## config.mk

```make
export PLATFORM = sky130hd
export DESIGN_NAME = calibrated_overvoltage_monitor_core
export DESIGN_NICKNAME = d
export VERILOG_FILES = /design/src/hw/rtl/covm_pkg.sv /design/src/hw/rtl/covm_cell.sv /design/src/hw/rtl/covm_div.sv /design/src/hw/rtl/calibrated_overvoltage_monitor_core.sv
export SDC_FILE = /design/constraint.sdc
export NUM_CORES = 2
export LEC_CHECK = 0
export BUFFER_PORTS_ARGS = -buffer_cell sky130_fd_sc_hd__buf_2
export CAP_MARGIN = 10
export CORE_MARGIN = 5
export CORE_UTILIZATION = 41
export CTS_CLUSTER_DIAMETER = 200
export CTS_CLUSTER_SIZE = 8
export DETAILED_ROUTE_END_ITERATION = 8
export PLACE_DENSITY_LB_ADDON = 0.12
export SKIP_LAST_GASP = 1
export SYNTH_ARGS = -nofsm -noshare
export SYNTH_HDL_FRONTEND = slang
export SYNTH_SLANG_ARGS = --single-unit
```

## constraint.sdc

```tcl
create_clock -name clk_i -period 10.8 [get_ports clk_i]
set_clock_uncertainty 0.05 [all_clocks]
set_input_delay 2.16 -clock clk_i [delete_from_list [all_inputs] [get_ports clk_i]]
set_output_delay 2.16 -clock clk_i [all_outputs]
set_load 0.005 [all_outputs]
```

## src/hw/rtl/covm_pkg.sv

```systemverilog
`timescale 1ns / 1ps
`default_nettype none
// ----------------------------------------------------------------------------
// covm_pkg
// shared types and constants of the overvoltage monitor
// ----------------------------------------------------------------------------
package covm_pkg;

  localparam int unsigned TablePointsDef = 8;
  localparam int unsigned CodeBitsDef    = 12;
  localparam int unsigned MvW            = 22;
  localparam int unsigned LimitW         = 21;
  localparam logic [LimitW-1:0] LimitRst = 21'd500000;

  typedef enum logic [2:0] {
    MODE_SAMPLE  = 3'd0,
    MODE_CONNECT = 3'd1,
    MODE_DISCON  = 3'd2,
    MODE_FRESET  = 3'd3,
    MODE_CLEAR   = 3'd4,
    MODE_DEADZ   = 3'd5,
    MODE_ADD     = 3'd6,
    MODE_FINISH  = 3'd7
  } covm_mode_e;

  typedef enum logic [3:0] {
    ST_IDLE,
    ST_EXEC,
    ST_FIRST,
    ST_LAST,
    ST_SRCH,
    ST_LO,
    ST_HI,
    ST_MUL,
    ST_DIVGO,
    ST_DIV,
    ST_FIN,
    ST_TRIP,
    ST_SORT,
    ST_DONE
  } covm_state_e;

  // control shared by all table cells
  typedef struct packed {
    logic clear;
    logic sort;
    logic phase;
  } covm_cell_ctrl_t;

endpackage

`default_nettype wire

```

## src/hw/rtl/covm_cell.sv

```systemverilog
`timescale 1ns / 1ps
`default_nettype none
// ----------------------------------------------------------------------------
// covm_cell
// one calibration point, with compare-exchange against its neighbours
// ----------------------------------------------------------------------------
module covm_cell #(
  parameter int unsigned Idx   = 0,
  parameter int unsigned CodeW = 12,
  parameter int unsigned CntW  = 4
) (
  input  wire                          clk_i,
  input  wire                          rst_ni,
  input  covm_pkg::covm_cell_ctrl_t    ctrl_i,
  input  wire  [CntW-1:0]              count_i,
  input  wire                          wr_i,
  input  wire  [CodeW-1:0]             wr_code_i,
  input  wire  [covm_pkg::MvW-1:0]     wr_mv_i,
  input  wire  [CodeW-1:0]             left_code_i,
  input  wire  [covm_pkg::MvW-1:0]     left_mv_i,
  input  wire  [CodeW-1:0]             right_code_i,
  input  wire  [covm_pkg::MvW-1:0]     right_mv_i,
  output logic [CodeW-1:0]             code_o,
  output logic [covm_pkg::MvW-1:0]     mv_o
);
  import covm_pkg::*;

  localparam logic       MyPar  = 1'(Idx % 2);
  localparam logic [CntW:0] NextIdx = (CntW+1)'(Idx + 1);
  localparam logic [CntW:0] SelfIdx = (CntW+1)'(Idx);

  logic [CodeW-1:0] code_q, code_d;
  logic [MvW-1:0]   mv_q, mv_d;
  logic             left_role, right_role;

  // pairs (2k+p, 2k+p+1) exchange in round of parity p, only inside the table
  assign left_role  = ctrl_i.sort && (MyPar == ctrl_i.phase) &&
                      (NextIdx < {1'b0, count_i});
  assign right_role = ctrl_i.sort && (Idx > 0) && (MyPar != ctrl_i.phase) &&
                      (SelfIdx < {1'b0, count_i});

  always_comb begin
    code_d = code_q;
    mv_d   = mv_q;
    if (ctrl_i.clear) begin
      code_d = '0;
      mv_d   = '0;
    end else if (wr_i) begin
      code_d = wr_code_i;
      mv_d   = wr_mv_i;
    end else if (left_role && (code_q > right_code_i)) begin
      code_d = right_code_i;
      mv_d   = right_mv_i;
    end else if (right_role && (left_code_i > code_q)) begin
      code_d = left_code_i;
      mv_d   = left_mv_i;
    end
  end

  always_ff @(posedge clk_i or negedge rst_ni) begin
    if (!rst_ni) begin
      code_q <= '0;
      mv_q   <= '0;
    end else begin
      code_q <= code_d;
      mv_q   <= mv_d;
    end
  end

  assign code_o = code_q;
  assign mv_o   = mv_q;

endmodule

`default_nettype wire

```

## src/hw/rtl/covm_div.sv

```systemverilog
`timescale 1ns / 1ps
`default_nettype none
// ----------------------------------------------------------------------------
// covm_div
// restoring unsigned divider, one quotient bit per cycle
// ----------------------------------------------------------------------------
module covm_div #(
  parameter int unsigned DivdW = 36,
  parameter int unsigned DivsW = 12
) (
  input  wire              clk_i,
  input  wire              rst_ni,
  input  wire              start_i,
  input  wire  [DivdW-1:0] dividend_i,
  input  wire  [DivsW-1:0] divisor_i,
  output logic             done_o,
  output logic [DivdW-1:0] quot_o
);
  localparam int unsigned CntW = $clog2(DivdW + 1);

  logic [DivdW-1:0] quo_q, quo_d;
  logic [DivsW:0]   rem_q, rem_d;
  logic [DivsW-1:0] dvs_q, dvs_d;
  logic [CntW-1:0]  cnt_q, cnt_d;
  logic             busy_q, busy_d, done_q, done_d;
  logic [DivsW+1:0] trial;

  assign trial = {rem_q, quo_q[DivdW-1]} - {2'b00, dvs_q};

  always_comb begin
    quo_d  = quo_q;
    rem_d  = rem_q;
    dvs_d  = dvs_q;
    cnt_d  = cnt_q;
    busy_d = busy_q;
    done_d = 1'b0;
    if (start_i) begin
      quo_d  = dividend_i;
      rem_d  = '0;
      dvs_d  = divisor_i;
      cnt_d  = CntW'(DivdW);
      busy_d = 1'b1;
    end else if (busy_q) begin
      if (trial[DivsW+1]) begin
        rem_d = {rem_q[DivsW-1:0], quo_q[DivdW-1]};
        quo_d = {quo_q[DivdW-2:0], 1'b0};
      end else begin
        rem_d = trial[DivsW:0];
        quo_d = {quo_q[DivdW-2:0], 1'b1};
      end
      cnt_d = cnt_q - 1'b1;
      if (cnt_q == CntW'(1)) begin
        busy_d = 1'b0;
        done_d = 1'b1;
      end
    end
  end

  always_ff @(posedge clk_i or negedge rst_ni) begin
    if (!rst_ni) begin
      busy_q <= 1'b0;
      done_q <= 1'b0;
      cnt_q  <= '0;
    end else begin
      busy_q <= busy_d;
      done_q <= done_d;
      cnt_q  <= cnt_d;
    end
  end

  always_ff @(posedge clk_i) begin
    quo_q <= quo_d;
    rem_q <= rem_d;
    dvs_q <= dvs_d;
  end

  assign done_o = done_q;
  assign quot_o = quo_q;

endmodule

`default_nettype wire

```

## src/hw/rtl/calibrated_overvoltage_monitor_core.sv

```systemverilog
`timescale 1ns / 1ps
`default_nettype none
// ----------------------------------------------------------------------------
// calibrated_overvoltage_monitor_core
// overvoltage monitor with a piecewise linear calibration table
// ----------------------------------------------------------------------------
// usage
//   commands enter on the s_axis channel: tuser carries the mode, tdata the
//   adc code and the reference voltage. every item gives exactly one result
//   item on m_axis: last voltage, fault latch, relay, accepted flag, count.
//   the trip limit is written through the apb port (register 0, address 0).
// processing
//   one item at a time: s_axis is ready only while idle. relay, fault and
//   table commands pass through the execute and done states; the result
//   is registered from the done state. finish runs odd-even exchange rounds
//   across the cell row. a sample above the dead zone, with two points or
//   more, runs clamp checks against the first and last points, a binary
//   search, one multiply and a serial divide of CODE_BITS + 23 steps.
// reset
//   table, count, dead zone, fault, relay and voltage clear, limit goes to
//   500000 mV; no clearing pass is needed.
// stalls
//   a result waits in the output register until taken; the next item is taken
//   meanwhile and its result waits in the engine until the register frees.
// ----------------------------------------------------------------------------
module calibrated_overvoltage_monitor_core #(
  parameter int unsigned TABLE_POINTS = covm_pkg::TablePointsDef,
  parameter int unsigned CODE_BITS    = covm_pkg::CodeBitsDef
) (
  input  wire         clk_i,
  input  wire         rst_ni,
  // apb configuration
  input  wire         psel,
  input  wire         penable,
  input  wire         pwrite,
  input  wire  [2:0]  paddr,
  input  wire  [31:0] pwdata,
  output logic [31:0] prdata,
  output logic        pready,
  // command items
  input  wire         s_axis_tvalid,
  output logic        s_axis_tready,
  input  wire  [39:0] s_axis_tdata,  // [11:0] sample_code, [33:12] known_mv, rest zero
  input  wire  [2:0]  s_axis_tuser,  // [2:0] mode
  // result items
  output logic        m_axis_tvalid,
  input  wire         m_axis_tready,
  output logic [31:0] m_axis_tdata   // [21:0] voltage_mv, [22] over_voltage,
                                     // [23] relay_closed, [24] accepted,
                                     // [28:25] point_count, rest zero
);
  import covm_pkg::*;

  localparam int unsigned CW   = CODE_BITS;
  localparam int unsigned NW   = $clog2(TABLE_POINTS + 1);
  localparam int unsigned IW   = $clog2(TABLE_POINTS);
  localparam int unsigned PW   = CW + 24;   // signed product width
  localparam int unsigned DW   = PW - 1;    // product magnitude
  localparam int unsigned SW   = PW + 1;    // sum before saturation

  // ---- configuration register ----
  logic [LimitW-1:0] limit_q;
  logic              cfg_wr;

  assign pready = 1'b1;
  assign cfg_wr = psel && penable && pwrite && (paddr[2] == 1'b0);
  assign prdata = (paddr[2] == 1'b0) ? {11'd0, limit_q} : 32'd0;

  always_ff @(posedge clk_i or negedge rst_ni) begin
    if (!rst_ni) begin
      limit_q <= LimitRst;
    end else if (cfg_wr) begin
      limit_q <= pwdata[LimitW-1:0];
    end
  end

  // ---- control state ----
  covm_state_e       state_q, state_d;
  covm_mode_e        mode_q, mode_d;
  logic [CW-1:0]     code_q, code_d;
  logic [MvW-1:0]    kmv_q, kmv_d;
  logic [NW-1:0]     count_q, count_d;
  logic [CW-1:0]     dz_q, dz_d;
  logic              fault_q, fault_d, relay_q, relay_d, ok_q, ok_d;
  logic [MvW-1:0]    lv_q, lv_d;
  logic [IW-1:0]     lo_q, lo_d, hi_q, hi_d;
  logic [CW-1:0]     clo_q, clo_d;
  logic [MvW-1:0]    mlo_q, mlo_d;
  logic [CW:0]       dx_q, dx_d, dc_q, dc_d;
  logic [MvW:0]      dy_q, dy_d;
  logic signed [PW-1:0] prod_q, prod_d;
  logic              neg_q, neg_d;
  logic [NW-1:0]     rnd_q, rnd_d;
  logic              out_valid_q, out_valid_d;
  logic [31:0]       out_data_q, out_data_d;

  // ---- cell row ----
  covm_cell_ctrl_t   ctrl;
  logic              append_en;
  logic [CW-1:0]     cell_code [TABLE_POINTS];
  logic [MvW-1:0]    cell_mv   [TABLE_POINTS];
  logic [CW-1:0]     in_code;
  logic [15:0]       in_code_wide;

  assign in_code_wide = {4'd0, s_axis_tdata[11:0]};
  assign in_code      = in_code_wide[CW-1:0];

  for (genvar i = 0; i < TABLE_POINTS; i++) begin : g_cell
    logic [CW-1:0]  lc, rc;
    logic [MvW-1:0] lm, rm;
    if (i > 0) begin : g_l
      assign lc = cell_code[i-1];
      assign lm = cell_mv[i-1];
    end else begin : g_l0
      assign lc = '0;
      assign lm = '0;
    end
    if (i < TABLE_POINTS - 1) begin : g_r
      assign rc = cell_code[i+1];
      assign rm = cell_mv[i+1];
    end else begin : g_rn
      assign rc = '0;
      assign rm = '0;
    end
    covm_cell #(.Idx(i), .CodeW(CW), .CntW(NW)) u_cell (
      .clk_i       (clk_i),
      .rst_ni      (rst_ni),
      .ctrl_i      (ctrl),
      .count_i     (count_q),
      .wr_i        (append_en && (count_q == NW'(i))),
      .wr_code_i   (code_q),
      .wr_mv_i     (kmv_q),
      .left_code_i (lc),
      .left_mv_i   (lm),
      .right_code_i(rc),
      .right_mv_i  (rm),
      .code_o      (cell_code[i]),
      .mv_o        (cell_mv[i])
    );
  end

  // one table read per cycle, address set by the state
  logic [IW-1:0]  rd_idx;
  logic [IW:0]    mid_sum;
  logic [IW-1:0]  mid;
  logic [NW-1:0]  last_n;
  logic [CW-1:0]  rd_code;
  logic [MvW-1:0] rd_mv;

  assign mid_sum = {1'b0, lo_q} + {1'b0, hi_q};
  assign mid     = mid_sum[IW:1];
  assign last_n  = count_q - 1'b1;

  always_comb begin
    case (state_q)
      ST_FIRST: rd_idx = '0;
      ST_LAST:  rd_idx = last_n[IW-1:0];
      ST_SRCH:  rd_idx = mid;
      ST_LO:    rd_idx = lo_q;
      ST_HI:    rd_idx = hi_q;
      default:  rd_idx = '0;
    endcase
  end

  assign rd_code = cell_code[rd_idx];
  assign rd_mv   = cell_mv[rd_idx];

  // ---- divider ----
  logic            div_start, div_done;
  logic [DW-1:0]   div_quot, prod_abs;
  logic [PW-1:0]   prod_neg;
  logic [CW-1:0]   dx_abs;
  logic [CW:0]     dx_neg;

  assign prod_neg = -prod_q;
  assign prod_abs = prod_q[PW-1] ? prod_neg[DW-1:0] : prod_q[DW-1:0];
  assign dx_neg   = -dx_q;
  assign dx_abs   = dx_q[CW] ? dx_neg[CW-1:0] : dx_q[CW-1:0];
  assign div_start = (state_q == ST_DIVGO);

  covm_div #(.DivdW(DW), .DivsW(CW)) u_div (
    .clk_i     (clk_i),
    .rst_ni    (rst_ni),
    .start_i   (div_start),
    .dividend_i(prod_abs),
    .divisor_i (dx_abs),
    .done_o    (div_done),
    .quot_o    (div_quot)
  );

  // signed quotient plus lower voltage, then saturate to 22 bits
  logic [PW-1:0] q_pos, q_sgn;
  logic [SW-1:0] sum;
  logic [MvW-1:0] sat;
  logic [SW-MvW:0] top_bits;

  assign q_pos    = {1'b0, div_quot};
  assign q_sgn    = neg_q ? -q_pos : q_pos;
  assign sum      = {{(SW-MvW){mlo_q[MvW-1]}}, mlo_q} + {q_sgn[PW-1], q_sgn};
  assign top_bits = sum[SW-1:MvW-1];
  assign sat      = ((top_bits == '0) || (top_bits == '1)) ? sum[MvW-1:0] :
                    (sum[SW-1] ? {1'b1, {(MvW-1){1'b0}}} : {1'b0, {(MvW-1){1'b1}}});

  logic [NW:0] hl_diff;
  assign hl_diff = {1'b0, {(NW-IW){1'b0}}, hi_q} - {1'b0, {(NW-IW){1'b0}}, lo_q};

  always_comb begin
    state_d     = state_q;
    mode_d      = mode_q;
    code_d      = code_q;
    kmv_d       = kmv_q;
    count_d     = count_q;
    dz_d        = dz_q;
    fault_d     = fault_q;
    relay_d     = relay_q;
    ok_d        = ok_q;
    lv_d        = lv_q;
    lo_d        = lo_q;
    hi_d        = hi_q;
    clo_d       = clo_q;
    mlo_d       = mlo_q;
    dx_d        = dx_q;
    dc_d        = dc_q;
    dy_d        = dy_q;
    prod_d      = prod_q;
    neg_d       = neg_q;
    rnd_d       = rnd_q;
    out_valid_d = out_valid_q;
    out_data_d  = out_data_q;
    ctrl        = '0;
    append_en   = 1'b0;
    s_axis_tready = (state_q == ST_IDLE);

    if (out_valid_q && m_axis_tready) begin
      out_valid_d = 1'b0;
    end

    case (state_q)
      ST_IDLE: begin
        if (s_axis_tvalid) begin
          mode_d  = covm_mode_e'(s_axis_tuser);
          code_d  = in_code;
          kmv_d   = s_axis_tdata[33:12];
          state_d = ST_EXEC;
        end
      end
      ST_EXEC: begin
        ok_d    = 1'b1;
        state_d = ST_DONE;
        case (mode_q)
          MODE_SAMPLE: begin
            if ((code_q <= dz_q) || (count_q < NW'(2))) begin
              lv_d    = '0;
              state_d = ST_TRIP;
            end else begin
              state_d = ST_FIRST;
            end
          end
          MODE_CONNECT: if (!fault_q) relay_d = 1'b1;
          MODE_DISCON:  relay_d = 1'b0;
          MODE_FRESET: begin
            relay_d = 1'b0;
            fault_d = 1'b0;
          end
          MODE_CLEAR: begin
            ctrl.clear = 1'b1;
            count_d    = '0;
            dz_d       = '0;
          end
          MODE_DEADZ, MODE_ADD: begin
            if (mode_q == MODE_DEADZ) dz_d = code_q;
            if (count_q < NW'(TABLE_POINTS)) begin
              append_en = 1'b1;
              count_d   = count_q + 1'b1;
            end else if (mode_q == MODE_ADD) begin
              ok_d = 1'b0;
            end
          end
          MODE_FINISH: begin
            if (count_q < NW'(2)) begin
              ok_d = 1'b0;
            end else begin
              rnd_d   = '0;
              state_d = ST_SORT;
            end
          end
          default: ;
        endcase
      end
      ST_FIRST: begin
        if (code_q <= rd_code) begin
          lv_d    = rd_mv;
          state_d = ST_TRIP;
        end else begin
          state_d = ST_LAST;
        end
      end
      ST_LAST: begin
        if (code_q >= rd_code) begin
          lv_d    = rd_mv;
          state_d = ST_TRIP;
        end else begin
          lo_d    = '0;
          hi_d    = last_n[IW-1:0];
          state_d = ST_SRCH;
        end
      end
      ST_SRCH: begin
        if (hl_diff > (NW+1)'(1)) begin
          if (code_q >= rd_code) lo_d = mid;
          else hi_d = mid;
        end else begin
          state_d = ST_LO;
        end
      end
      ST_LO: begin
        clo_d   = rd_code;
        mlo_d   = rd_mv;
        state_d = ST_HI;
      end
      ST_HI: begin
        dx_d = {1'b0, rd_code} - {1'b0, clo_q};
        dc_d = {1'b0, code_q} - {1'b0, clo_q};
        dy_d = {rd_mv[MvW-1], rd_mv} - {mlo_q[MvW-1], mlo_q};
        if (rd_code == clo_q) begin
          lv_d    = mlo_q;
          state_d = ST_TRIP;
        end else begin
          state_d = ST_MUL;
        end
      end
      ST_MUL: begin
        prod_d  = PW'($signed(dc_q) * $signed(dy_q));
        state_d = ST_DIVGO;
      end
      ST_DIVGO: begin
        neg_d   = prod_q[PW-1] ^ dx_q[CW];
        state_d = ST_DIV;
      end
      ST_DIV: if (div_done) state_d = ST_FIN;
      ST_FIN: begin
        lv_d    = sat;
        state_d = ST_TRIP;
      end
      ST_TRIP: begin
        // strictly above the limit trips, only when not already latched
        if (!fault_q && !lv_q[MvW-1] && (lv_q[LimitW-1:0] > limit_q)) begin
          relay_d = 1'b0;
          fault_d = 1'b1;
        end
        state_d = ST_DONE;
      end
      ST_SORT: begin
        ctrl.sort  = 1'b1;
        ctrl.phase = rnd_q[0];
        rnd_d      = rnd_q + 1'b1;
        if (rnd_q == NW'(TABLE_POINTS - 1)) state_d = ST_DONE;
      end
      ST_DONE: begin
        if (!out_valid_q || m_axis_tready) begin
          out_valid_d = 1'b1;
          out_data_d  = {3'd0, 4'(count_q), ok_q, relay_q, fault_q, lv_q};
          state_d     = ST_IDLE;
        end
      end
      default: state_d = ST_IDLE;
    endcase
  end

  always_ff @(posedge clk_i or negedge rst_ni) begin
    if (!rst_ni) begin
      state_q     <= ST_IDLE;
      count_q     <= '0;
      dz_q        <= '0;
      fault_q     <= 1'b0;
      relay_q     <= 1'b0;
      ok_q        <= 1'b1;
      lv_q        <= '0;
      rnd_q       <= '0;
      out_valid_q <= 1'b0;
    end else begin
      state_q     <= state_d;
      count_q     <= count_d;
      dz_q        <= dz_d;
      fault_q     <= fault_d;
      relay_q     <= relay_d;
      ok_q        <= ok_d;
      lv_q        <= lv_d;
      rnd_q       <= rnd_d;
      out_valid_q <= out_valid_d;
    end
  end

  always_ff @(posedge clk_i) begin
    mode_q     <= mode_d;
    code_q     <= code_d;
    kmv_q      <= kmv_d;
    lo_q       <= lo_d;
    hi_q       <= hi_d;
    clo_q      <= clo_d;
    mlo_q      <= mlo_d;
    dx_q       <= dx_d;
    dc_q       <= dc_d;
    dy_q       <= dy_d;
    prod_q     <= prod_d;
    neg_q      <= neg_d;
    out_data_q <= out_data_d;
  end

  assign m_axis_tvalid = out_valid_q;
  assign m_axis_tdata  = out_data_q;

endmodule

`default_nettype wire

```

==> out/summary.json <==
{
  "yosysTopAreaCell": {"value": "dfrtp_1"},
  "result_of_the_run": {"value": "complete, no violations"},
  "clock_tree_buf_depth": {"value": 3},
  "htree_levels": {"value": 3},
  "crit_chain": {"value": "nand2_1, fa_1, inv_1, fa_1, inv_1, fa_1, inv_1, ha_1, inv_1, fa_1, inv_1, ha_1, ha_1, a21o_1, a21oi_1, o211ai_1, a311oi_1, o22ai_1, a221oi_1, a21oi_1, a211o_1, a221o_1, a21oi_1, xnor2_1"},
  "dieArea": {"value": 129000, "unit": "um^2"},
  "wire_per_inst": {"value": 22.2, "unit": "um"},
  "rows": {"value": 128},
  "holdCritStartpoint": {"value": "dz_q[6]"},
  "min_path_type": {"value": "reg -> reg"},
  "die-width": {"value": 359, "unit": "um"},
  "postSynthAreaPerCell": {"value": 9.01, "unit": "um^2"},
  "clock_edge_transition_at_the_registers_on_the_reported_setup_and_hold_paths": {"value": 0.06, "unit": "ns"},
  "n_antenna_cell": {"value": 0},
  "worst_hold_path.num_cells": {"value": 2},
  "worstSkewPairLatency": {"value": 0.66, "unit": "ns"},
  "globalplace.congestion": {"value": 0.886},
  "grt_max_degree": {"value": 141},
  "cts-resized-gates": {"value": 0},
  "drtAntennaViolNets": {"value": 0},
  "synth-edff-count": {"value": 239},
  "worst-slew-pin-transition": {"value": 1.35, "unit": "ns"},
  "detailed_place.area": {"value": 51900, "unit": "um^2"},
  "post-route-period-util": {"value": 0.756},
  "worst_r2r_path_depth": {"value": 24},
  "final_period_minus_worst_setup_slack": {"value": 8.16, "unit": "ns"},
  "total_via_count_in_the_routed_design": {"value": 40900},
  "drt-vias-per-instance": {"value": 5.72},
  "async_reset_ff_frac": {"value": 0.582},
  "tritoncts": {"value": "done"},
  "floorplan.io_pins": {"value": 152},
  "layout-area-overhead-vs-synth": {"value": 8.61, "unit": "%"},
  "cts_inserted_buffers": {"value": 85},
  "place.detailed.hpwl": {"value": 110000, "unit": "um"},
  "setup_total_negative_slack": {"value": 0, "unit": "ns"},
  "drt_iter0_markers": {"value": 3322},
  "synth.distinct_cells": {"value": 87},
  "postCtsHoldBufs": {"value": 0},
  "setup.worst_path.start_class": {"value": "flip-flop"},
  "final_nets": {"value": 6159},
  "fill_cell_instance_count_of_the_final_layout": {"value": 11900},
  "detailedRoute.firstPassIterationCount": {"value": 5},
  "antenna_violations_before_repair": {"value": 6},
  "initial_utilization": {"value": 0.411},
  "wl_met3": {"value": 10200, "unit": "um"},
  "timing.critical_path.slowest_cell_delay": {"value": 1.03, "unit": "ns"},
  "highest-signal-layer": {"value": "met4"},
  "ys.warnings.count": {"value": 0},
  "rr_startpoint": {"value": "dc_q[2]"},
  "seq_area_frac_synth": {"value": 0.325},
  "drive_gt1_frac": {"value": 0.0731},
  "route.met2.wl": {"value": 70800, "unit": "um"},
  "ys_top_cells_by_area": {"value": "dfrtp_1 17%, edfxtp_1 14%, fa_1 11%"},
  "area_of_the_placeable_core": {"value": 122000, "unit": "um^2"},
  "setup_cp_type": {"value": "reg -> reg"},
  "maxCapViolations": {"value": 0},
  "die-height": {"value": 359, "unit": "um"},
  "crit_top_cell": {"value": "inv_1"},
  "post-synth-top-count-cell": {"value": "nand2_1"},
  "grt.overflow.total": {"value": 0},
  "clock_tree.root_cell": {"value": "clkbuf_16"},
  "cp-end-kind": {"value": "flip-flop"},
  "slowest_stage_cell_cp": {"value": "edfxtp_1"},
  "cp_max_fo": {"value": 23},
  "drt-met1-wl": {"value": 73000, "unit": "um"},
  "timing.final.setup_violations": {"value": 0},
  "worst_setup_slack_before_clock_tree_synthesis": {"value": 2.64, "unit": "ns"},
  "synth.cells.most_frequent": {"value": "790 x nand2_1, 494 x inv_1, 413 x o21ai_0"},
  "grt_pass1_wl": {"value": 246000, "unit": "um"},
  "mappedNetlistArea": {"value": 50000, "unit": "um^2"},
  "route.final.wire_length": {"value": 159000, "unit": "um"},
  "post_cts.repair.setup_buffers": {"value": 0},
  "fmax": {"value": 123, "unit": "MHz"},
  "worst-endpoint-arrival": {"value": 8.50, "unit": "ns"},
  "clock-sinks": {"value": 603},
  "whs_endpoint": {"value": "dz_q[6]"},
  "final-hold-violation-count": {"value": 0},
  "synth_ff_type": {"value": "dfrtp_1"},
  "synth_top_area_share": {"value": 0.172},
  "synth_cells": {"value": 5551},
  "slew_hr": {"value": 0.0889},
  "vias_in_the_first_global_route": {"value": 39900},
  "flop2flop_setup_slack": {"value": 2.64, "unit": "ns"},
  "finish.utilization": {"value": 0.447},
  "track_usage": {"value": 0.242},
  "slew_violations": {"value": 0},
  "worst-endpoint-required": {"value": 11.14, "unit": "ns"},
  "post-route-cell-area": {"value": 54300, "unit": "um^2"},
  "number_of_input_and_output_port_buffers_inserted": {"value": 117},
  "yosys_register_bits": {"value": 603},
  "worstReg2RegEnd": {"value": "prod_q[35]"},
  "drc_errors": {"value": 0},
  "final_critical_path_setup_slack": {"value": 2.64, "unit": "ns"},
  "rsz_0062_raised_after_global_routing": {"value": "false"}
}
==> placed cells by master (no fill, tap or decap), types with 26 or more instances in the layout <==
cell type / instances
a311oi_1: 31
a21o_1: 224
a211oi_1: 169
ha_1: 327
buf_2: 116
a31o_2: 30
o21ai_0: 413
or3_1: 28
and3_1: 29
nor3_1: 43
o31ai_1: 64
inv_1: 494
nand2_1: 782
buf_4: 68
dfrtp_1: 343
clkbuf_16: 86
nand3_1: 99
edfxtp_1: 239
o21a_1: 29
and2_1: 110
a21oi_1: 278
nand4_1: 49
nor2_1: 222
nand2b_1: 44
o211ai_1: 85
nor2b_1: 50
xnor2_1: 114
clkbuf_1: 50
a22oi_1: 40
o21ai_1: 26
mux2i_1: 192
fa_1: 279
xor2_1: 65
==> flip-flops by register name, summed over array words and instances, names as in the netlist, 13 cells and up <==
signal and count:
mlo_q 22, m_axis_tdata 29, u_div.quot_o 35, g_cell.u_cell.code_o 96
prod_q 36, dy_q 23, lv_q 22, u_div.rem_q 13
limit_q 21, g_cell.u_cell.mv_o 176, kmv_q 22, dc_q 13
dx_q 13
==> cell type report <==
cell class / count / area, um^2 / share of cell area
inverter: 495 / 1860 / 0.0342
sequential: 603 / 16200 / 0.299
clock buffer: 136 / 2340 / 0.0431
clock inverter: 7 / 100 / 0.00184
multi-input combinational: 4097 / 30600 / 0.564
tap: 1625 / 2030 / 0.0374
timing repair buffer: 186 / 1130 / 0.0207
==> critical path, delay by kind of cell (launching register included) <==
| family | cells | cell delay, ns |
|---|---|---|
| AO/OA/AOI/OAI | 10 | 3.33 |
| flip-flops | 1 | 1.03 |
| AND/OR/NAND/NOR | 1 | 0.18 |
| adder cells (fa/ha/maj) | 7 | 2.97 |
| XOR/XNOR | 1 | 0.09 |
| buffers and inverters | 5 | 0.23 |
==> per-layer routing <==
metal / vias to the layer above / global-route usage
li1: 19100 / -
met5: - / 0
met4: 0 / 0.0729
met1: 20300 / 0.347
met2: 1241 / 0.378
met3: 269 / 0.0378
==> worst max path at each step <==
| stage | cells after the start | from | end | slack, ns |
|---|---|---|---|---|
| after detailed placement | 24 | dc_q[3] | prod_q[35] | 2.64 |
| after global placement | 24 | dc_q[3] | prod_q[35] | 2.64 |
| after CTS | 23 | dc_q[3] | prod_q[35] | 2.62 |
| after global routing | 23 | dc_q[2] | prod_q[35] | 2.11 |
| final | 24 | dc_q[2] | prod_q[35] | 2.64 |
| after floorplan | 24 | dc_q[1] | prod_q[35] | 4.25 |
==> metrics by stage <==
step	hold slack (ns)	std cells
6_report	0.427	7149
5_1_grt	0.448	7149
4_1_cts	0.432	7149
3_5_place_dp	0.408	7006
3_3_place_gp	0.413	7006
2_1_floorplan	0.376	5564
==> kinds of logic after synthesis <==
kind of cell               synth area share
DFF                                   0.325
buffers and inverters                0.0671
and+or+nand+nor                       0.140
muxes                                0.0436
AOI/OAI and AO/OA                     0.200
other                              0.000150
xor gates and xnor gates             0.0313
adders and majority gates             0.193
Power is left out: the tool's default activity adds up to more than one toggle a clock period on the data nets, which glitch-free logic cannot reach.
